File: src/x11rd_pkg.sv
`default_nettype none
package x11rd_pkg;

  localparam int NEED_W  = 18;
  localparam int LIMIT_W = 18;

  localparam logic [7:0]         SETUP_MARK  = 8'h42;
  localparam logic [LIMIT_W-1:0] LIMIT_RESET = 18'd4096;

  localparam int SETUP_HEADER    = 12;
  localparam int REQ_HEADER      = 4;
  localparam int SETUP_ORDER_POS = 0;
  localparam int SETUP_FIELD_A   = 6;
  localparam int SETUP_FIELD_B   = 8;
  localparam int REQ_FIELD       = 2;

  typedef struct packed {
    logic [7:0] stream_byte;
    logic       chunk_end;
  } in_item_t;

  typedef struct packed {
    logic [7:0]        out_byte;
    logic              message_last;
    logic              in_setup_message;
    logic              order_big;
    logic              suspicious_flush;
    logic [NEED_W-1:0] bytes_needed;
  } out_item_t;

endpackage
`default_nettype wire

File: src/x11rd_queue.sv
`default_nettype none
module x11rd_queue #(
  parameter int WIDTH = 9
) (
  input  wire logic             clk,
  input  wire logic             rst,
  input  wire logic             push,
  input  wire logic [WIDTH-1:0] wdata,
  output logic                  full,
  input  wire logic             pop,
  output logic [WIDTH-1:0]      rdata,
  output logic                  empty
);

  logic [WIDTH-1:0] entry [2];
  logic             wr_ptr;
  logic             rd_ptr;
  logic [1:0]       count;
  logic             do_push;
  logic             do_pop;

  assign full    = (count == 2'd2);
  assign empty   = (count == 2'd0);
  assign do_push = push && !full;
  assign do_pop  = pop && !empty;
  assign rdata   = entry[rd_ptr];

  always_ff @(posedge clk) begin
    if (do_push) begin
      entry[wr_ptr] <= wdata;
    end
  end

  always_ff @(posedge clk) begin
    if (rst) begin
      wr_ptr <= 1'b0;
      rd_ptr <= 1'b0;
      count  <= 2'd0;
    end else begin
      if (do_push) begin
        wr_ptr <= ~wr_ptr;
      end
      if (do_pop) begin
        rd_ptr <= ~rd_ptr;
      end
      unique case ({do_push, do_pop})
        2'b10:   count <= count + 2'd1;
        2'b01:   count <= count - 2'd1;
        default: count <= count;
      endcase
    end
  end

endmodule
`default_nettype wire

File: src/x11rd_framer.sv
`default_nettype none
module x11rd_framer #(
  parameter int COUNT_WIDTH = 18
) (
  input  wire logic                            clk,
  input  wire logic                            rst,
  input  wire logic                            cfg_write,
  input  wire logic [x11rd_pkg::LIMIT_W-1:0]   cfg_value,
  input  wire logic                            in_valid,
  input  wire x11rd_pkg::in_item_t             in_item,
  output logic                                 in_take,
  input  wire logic                            out_full,
  output logic                                 out_push,
  output x11rd_pkg::out_item_t                 out_item
);
  import x11rd_pkg::*;

  localparam int CW = COUNT_WIDTH;

  logic [LIMIT_W-1:0] setup_flush_limit;
  logic               setup_phase;
  logic               order_flag;
  logic [CW-1:0]      position_count;
  logic [CW-1:0]      target_length;
  logic [7:0]         captured_field;
  logic               flush_active;

  logic               fire;
  logic [7:0]         b;
  logic               order_next;
  logic [15:0]        joined;
  logic [16:0]        rounded;
  logic [17:0]        req_len;
  logic [CW-1:0]      target_next;
  logic               flush_next;
  logic               capture;
  logic [CW:0]        pos_plus;
  logic [CW:0]        remain;
  logic [NEED_W-1:0]  tail_need;
  logic               header_part;
  logic [NEED_W-1:0]  need;
  logic               last;

  assign fire     = in_valid && !out_full;
  assign in_take  = fire;
  assign out_push = fire;
  assign b        = in_item.stream_byte;

  always_comb begin
    order_next = order_flag;
    if (setup_phase && position_count == CW'(SETUP_ORDER_POS)) begin
      order_next = (b == SETUP_MARK);
    end
    joined  = order_flag ? {captured_field, b} : {b, captured_field};
    rounded = ({1'b0, joined} + 17'd3) & ~17'd3;
    req_len = (joined == 16'd0) ? 18'(REQ_HEADER) : {joined, 2'b00};

    target_next = target_length;
    capture     = 1'b0;
    if (setup_phase) begin
      if (position_count == CW'(SETUP_FIELD_A) || position_count == CW'(SETUP_FIELD_B)) begin
        capture = 1'b1;
      end
      if (position_count == CW'(SETUP_FIELD_A + 1)) begin
        target_next = CW'(SETUP_HEADER) + CW'(rounded);
      end else if (position_count == CW'(SETUP_FIELD_B + 1)) begin
        target_next = target_length + CW'(rounded);
      end
    end else begin
      if (position_count == CW'(REQ_FIELD)) begin
        capture = 1'b1;
      end
      if (position_count == CW'(REQ_FIELD + 1)) begin
        target_next = CW'(req_len);
      end
    end

    flush_next = flush_active;
    if (setup_phase && position_count == CW'(SETUP_HEADER - 1)
        && target_next > CW'(setup_flush_limit)) begin
      flush_next = 1'b1;
    end

    pos_plus  = {1'b0, position_count} + (CW+1)'(1);
    remain    = {1'b0, target_next} - pos_plus;
    tail_need = ({1'b0, target_next} > pos_plus) ? NEED_W'(remain) : '0;

    if (setup_phase) begin
      header_part = position_count < CW'(SETUP_HEADER - 1);
    end else begin
      header_part = position_count < CW'(REQ_HEADER - 1);
    end

    priority if (setup_phase && flush_next) begin
      need = '0;
      last = in_item.chunk_end;
    end else if (header_part && setup_phase) begin
      need = NEED_W'(SETUP_HEADER - 1) - NEED_W'(position_count);
      last = 1'b0;
    end else if (header_part) begin
      need = NEED_W'(REQ_HEADER - 1) - NEED_W'(position_count);
      last = 1'b0;
    end else begin
      need = tail_need;
      last = (tail_need == '0);
    end

    out_item.out_byte         = b;
    out_item.message_last     = last;
    out_item.in_setup_message = setup_phase;
    out_item.order_big        = order_next;
    out_item.suspicious_flush = setup_phase && flush_next;
    out_item.bytes_needed     = need;
  end

  always_ff @(posedge clk) begin
    if (rst) begin
      setup_flush_limit <= LIMIT_RESET;
    end else if (cfg_write) begin
      setup_flush_limit <= cfg_value;
    end
  end

  always_ff @(posedge clk) begin
    if (rst) begin
      setup_phase    <= 1'b1;
      order_flag     <= 1'b0;
      position_count <= '0;
      target_length  <= '0;
      captured_field <= '0;
      flush_active   <= 1'b0;
    end else if (fire) begin
      order_flag <= order_next;
      if (capture) begin
        captured_field <= b;
      end
      if (last) begin
        setup_phase    <= 1'b0;
        flush_active   <= 1'b0;
        position_count <= '0;
        target_length  <= '0;
      end else begin
        flush_active  <= flush_next;
        target_length <= target_next;
        if (position_count != '1) begin
          position_count <= position_count + CW'(1);
        end
      end
    end
  end

endmodule
`default_nettype wire

File: src/x11_request_deframer.sv
// Client request deframer.
// Input queue: drive in_item and raise push while full is low; each accepted
// transaction carries one stream byte and its chunk_end flag.
// Result queue: while empty is low, out_item holds the oldest result; raise
// pop to take it. Exactly one result per input byte, in order.
// Configuration: cfg_valid/cfg_ready write setup_flush_limit from cfg_data;
// cfg_ready is always high. Write only while the block is idle.
// Path: a byte accepted into the input queue passes through the combinational
// framer into the result queue, from which out_item is read.
// Throughput: one byte per cycle while the result queue is not full, as the
// framer updates position, length and flush state for every byte it takes.
// Reset (rst, synchronous): both queues empty, setup message pending,
// little-endian order, limit back to 4096.
// Receiver stall: the result queue holds two results; once it fills the
// framer stops, the input queue fills and full rises. No result is lost.
`default_nettype none
module x11_request_deframer #(
  parameter int COUNT_WIDTH = 18
) (
  input  wire logic                          clk,
  input  wire logic                          rst,
  input  wire logic                          cfg_valid,
  output logic                               cfg_ready,
  input  wire logic [x11rd_pkg::LIMIT_W-1:0] cfg_data,
  input  wire logic                          push,
  input  wire x11rd_pkg::in_item_t           in_item,
  output logic                               full,
  input  wire logic                          pop,
  output x11rd_pkg::out_item_t               out_item,
  output logic                               empty
);
  import x11rd_pkg::*;

  in_item_t  head_item;
  logic      in_empty;
  logic      in_take;
  out_item_t framed;
  logic      framed_push;
  logic      out_full;

  assign cfg_ready = 1'b1;

  x11rd_queue #(.WIDTH($bits(in_item_t))) u_in_queue (
    .clk   (clk),
    .rst   (rst),
    .push  (push),
    .wdata (in_item),
    .full  (full),
    .pop   (in_take),
    .rdata (head_item),
    .empty (in_empty)
  );

  x11rd_framer #(.COUNT_WIDTH(COUNT_WIDTH)) u_framer (
    .clk       (clk),
    .rst       (rst),
    .cfg_write (cfg_valid && cfg_ready),
    .cfg_value (cfg_data),
    .in_valid  (!in_empty),
    .in_item   (head_item),
    .in_take   (in_take),
    .out_full  (out_full),
    .out_push  (framed_push),
    .out_item  (framed)
  );

  x11rd_queue #(.WIDTH($bits(out_item_t))) u_out_queue (
    .clk   (clk),
    .rst   (rst),
    .push  (framed_push),
    .wdata (framed),
    .full  (out_full),
    .pop   (pop),
    .rdata (out_item),
    .empty (empty)
  );

endmodule
`default_nettype wire

File: config.mk
export PLATFORM = sky130hd
export DESIGN_NAME = x11_request_deframer
export DESIGN_NICKNAME = d
export VERILOG_FILES = /design/src/x11rd_pkg.sv /design/src/x11rd_queue.sv /design/src/x11rd_framer.sv /design/src/x11_request_deframer.sv
export SDC_FILE = /design/constraint.sdc
export NUM_CORES = 1
export LEC_CHECK = 0
export ABC_CLOCK_PERIOD_IN_PS = 5500
export BUFFER_PORTS_ARGS = -buffer_cell sky130_fd_sc_hd__buf_4
export CAP_MARGIN = 20
export CORE_MARGIN = 2
export CORE_UTILIZATION = 56
export CTS_CLUSTER_DIAMETER = 100
export CTS_CLUSTER_SIZE = 12
export DETAILED_ROUTE_END_ITERATION = 12
export PLACE_DENSITY_LB_ADDON = 0.25
export REMOVE_ABC_BUFFERS = 1
export SLEW_MARGIN = 20
export SYNTH_ARGS = -nofsm -noshare
export SYNTH_HDL_FRONTEND = slang
export SYNTH_SLANG_ARGS = --single-unit
export TNS_END_PERCENT = 100
File: constraint.sdc
create_clock -name clk -period 5.5 [get_ports clk]
set_input_delay 1.1 -clock clk [delete_from_list [all_inputs] [get_ports clk]]
set_output_delay 1.1 -clock clk [all_outputs]
set_load 0.02 [all_outputs]
==> metrics.md <==
| Metric | Value |
|---|---|
| Post-synth ARST share | 0% |
| Met2 GRT Util | 52.68% |
| Max Cap Violations | 0 |
| GR Util met1 | 43.67% |
| Area after DPL | 12,430 µm² |
| Final setup fails | 78 |
| Clk sink count | 153 |
| First-pass GRT wire length | 50,180 µm |
| Final core utilization | 79.86% |
| Die Ht | 139.9 µm |
| Share of cells above drive strength 1 | 40.24% |
| Drt via density | 6.283 |
| GRT Max-Usage Layer | met2 |
| CTS tree | built |
| WHS | 0.4826 ns |
| # DRC | 0 |
| Critical Path End Type | flop |
| CP max FO | 8 |
| Worst-margin pin slew | 0.9544 ns |
| Reg2reg end | u_framer.position_count[4] |
| P_leak | 0.005992 µW |
| Syn avg cell area | 9.386 µm² |
| Yosys Warn Count | 0 |
| Crit path time final | 6.097 ns |
| Largest net degree at the start of global routing | 53 |
| Critical Path RT | 5.86 ns |
| Final hold vios | 0 |
| Max_slew headroom | 34.55% |
| Violated checks | negative setup slack |
| DR WL/cell | 20.85 µm |
| N_diodes | 0 |
| Io pins | 65 |
| H-tree depth | 4 |
| Crit-path slowest cell | o31a_1 |
| Initial antenna violation count | 0 |
| Multi-input logic area | 6985 µm² |
| FP Rows | 49 |
| Highest cell delay on the worst timing path | 0.40 ns |
| M3 GR Usage | 4.410% |
| Period utilization | 110.9% |
| RSZ-0062 raised after global routing | true |
| Final-report max-slew violation count | 0 |
| Max Fclk | 0.1640 GHz |
| Worst setup margin | -0.5969 ns |
| Total congestion overflow | 0 |
| Nets | 1,485 |
| Hold Path Sink | u_framer.target_length[0] |
| VDD IR max | 0.3116 mV |
| Seq. cell area | 3849 µm² |
| Vias in the first global route | 9,590 |
| Clock root cell | clkbuf_16 |
| Die Wd | 139.9 µm |
| Initial core utilization | 57.39% |
| DRT Pass-1 Iters | 6 |
| Crit Path Category | reg -> reg |
| Power Dens Cells | 347.4 nW/µm² |
| Primary FF master, synth | edfxtp_1 |
| EDFF count, synth | 78 |
| Status | complete, but fails checks |
| TritonCTS Buffers | 17 |
| Yosys reg bits | 153 |
| Worst-case clock buffer depth | 2 |
| ANT nets after route | 0 |
| Final Cell Area | 14,390 µm² |
| Hold depth | 1 |
| Die footprint | 19,570 µm² |
| Core box area | 18,020 µm² |
| Clock latency on the worst-skew pair | 0.45 ns |
| Mapped Area | 10,340 µm² |
| Critical path launch point type | flop |
| Reg2Reg Setup Slack | -0.60 ns |
| Syn Inst Count | 1,102 |
| Hold Startpoint | u_framer.target_length[0] |
| Sequential area share after synthesis | 37.16% |
| R2R depth | 29 |
| Most frequent cells in the layout | buf_4, nor2_1, nand2_1, edfxtp_1, dfxtp_1 |
| Synth unique cells | 91 |
| DP Worst Slack | -0.5826 ns |
| WP data arrival | 6.45 ns |
| Iter 0 DRT Violations | 1,176 |
| Min-Delay Path Class | reg -> reg |
| Power, Total | 5000 µW |
| Layout area overhead | 39.16% |
| Gr usage total | 32.19% |
| Vias | 10,230 |
| Post-DP HPWL | 21,840 µm |
| CTS clock-pin slew for the worst setup and hold paths | 0.07 ns |
| Most common cell after layout, fill and taps aside | buf_4 |
| Port buffer count | 63 |
| Clock Skews | 0.008917 ns |
| Filler cells | 1,061 |
| Routability cong. | 0.9691 |
| Final WL | 33,950 µm |
[what timing repair did]
item	CTS	global route
gates cloned	2	0
endpoints found under the hold margin	0	0
buffers inserted	24	28
hold buffers	0	0
endpoints found under the setup margin	76	76
resized for setup	104	110
pin swaps	51	52
[per-layer routing]
| metal | wire (µm) | up-vias |
|---|---|---|
| met5 | 0 | - |
| met4 | 1159 | 0 |
| met3 | 2894 | 116 |
| met2 | 16170 | 608 |
| met1 | 13720 | 4892 |
| li1 | - | 4613 |
[cell families after synthesis]
family / share of synthesized area [%]
and+or+nand+nor: 18.31
AOI/OAI and AO/OA: 16.44
DFF: 37.16
buffers and inverters: 4.330
muxes: 9.580
adders and majority gates: 8.250
xor gates and xnor gates: 5.891
other: 0.03625
[cell type report]
cell class | count | area share, %
clock buffers | 18 | 2.982
clock inverters | 14 | 1.095
inverters | 45 | 1.243
flip-flops and latches | 153 | 26.74
multi-input cells | 849 | 48.53
repair buffers | 320 | 17.42
well taps | 229 | 1.991
[cells in the mapped netlist, types with 6 or more instances]
cell | count | area (µm²)
o31ai_1 | 11 | 82.58
nand2b_1 | 7 | 43.79
buf_2 | 11 | 55.05
and3_1 | 14 | 87.58
nor3_1 | 24 | 120.1
nor2b_1 | 12 | 75.07
o21a_1 | 12 | 90.09
a21o_1 | 14 | 105.1
nand4_1 | 15 | 93.84
o22ai_1 | 12 | 75.07
dfxtp_1 | 75 | 1501
nor2_1 | 101 | 379.1
edfxtp_1 | 78 | 2342
xor2_1 | 28 | 245.2
clkbuf_1 | 32 | 120.1
a211oi_1 | 9 | 67.56
or3_1 | 8 | 50.05
o21ai_0 | 49 | 245.2
a22o_1 | 15 | 131.4
inv_1 | 44 | 165.2
mux2_2 | 38 | 427.9
buf_6 | 6 | 67.56
a21oi_1 | 68 | 340.3
nand3_1 | 38 | 190.2
ha_1 | 65 | 813.3
mux2i_1 | 41 | 410.4
o211ai_1 | 9 | 67.56
a31oi_1 | 11 | 68.82
nand2_1 | 93 | 349.1
nor4_1 | 12 | 75.07
xnor2_1 | 36 | 315.3
[where the power goes]
group | total, µW | internal [µW] | switching (µW)
clock network | 1190 | 642 | 548
registers | 1520 | 1440 | 81.5
logic | 2290 | 1050 | 1240
[worst max-delay path: cells and delay by family (launching register included)]
family	cells	cell delay, ns
mux	2	0.60
xor+xnor	2	0.41
compound gates	14	2.80
simple gates	6	0.75
fa+ha+maj	2	0.60
flops	1	0.39
buf+inv	3	0.44
[metrics by stage]
| step | instances | TNS, ns |
|---|---|---|
| 2_1_floorplan | 1046 | -51.26 |
| 3_3_place_gp | 1548 | -15.96 |
| 3_5_place_dp | 1548 | -29.25 |
| 4_1_cts | 1605 | -5.313 |
| 5_1_grt | 1628 | -40.88 |
| 6_report | 1628 | -25.68 |
[state kept, by name, summed over array words and instances (netlist names), named ones only]
register and cells:
u_in_queue.count 2, u_out_queue.entry 60, u_framer.setup_flush_limit 18, u_out_queue.wr_ptr 1
u_framer.position_count 18, u_framer.target_length 18, u_framer.flush_active 1, u_framer.setup_phase 1
u_in_queue.wr_ptr 1, u_out_queue.rd_ptr 1, u_in_queue.rd_ptr 1, u_framer.order_flag 1
u_out_queue.count 2, u_framer.captured_field 8, u_in_queue.entry 18
[worst max-delay path by stage]
stage | startpoint | to | slack, ns | depth (start not counted)
after floorplan | u_framer.order_flag | u_framer.target_length[10] | -0.99 | 26
final | flop | u_framer.position_count[4] | -0.60 | 29
after global placement | flop | u_framer.position_count[2] | -0.37 | 28
after global routing | flop | u_framer.position_count[4] | -0.78 | 29
after CTS | flop | u_framer.target_length[12] | -0.20 | 28
after detailed placement | flop | u_framer.position_count[10] | -0.58 | 28
No activity file was read; power rests on OpenSTA's default activity.
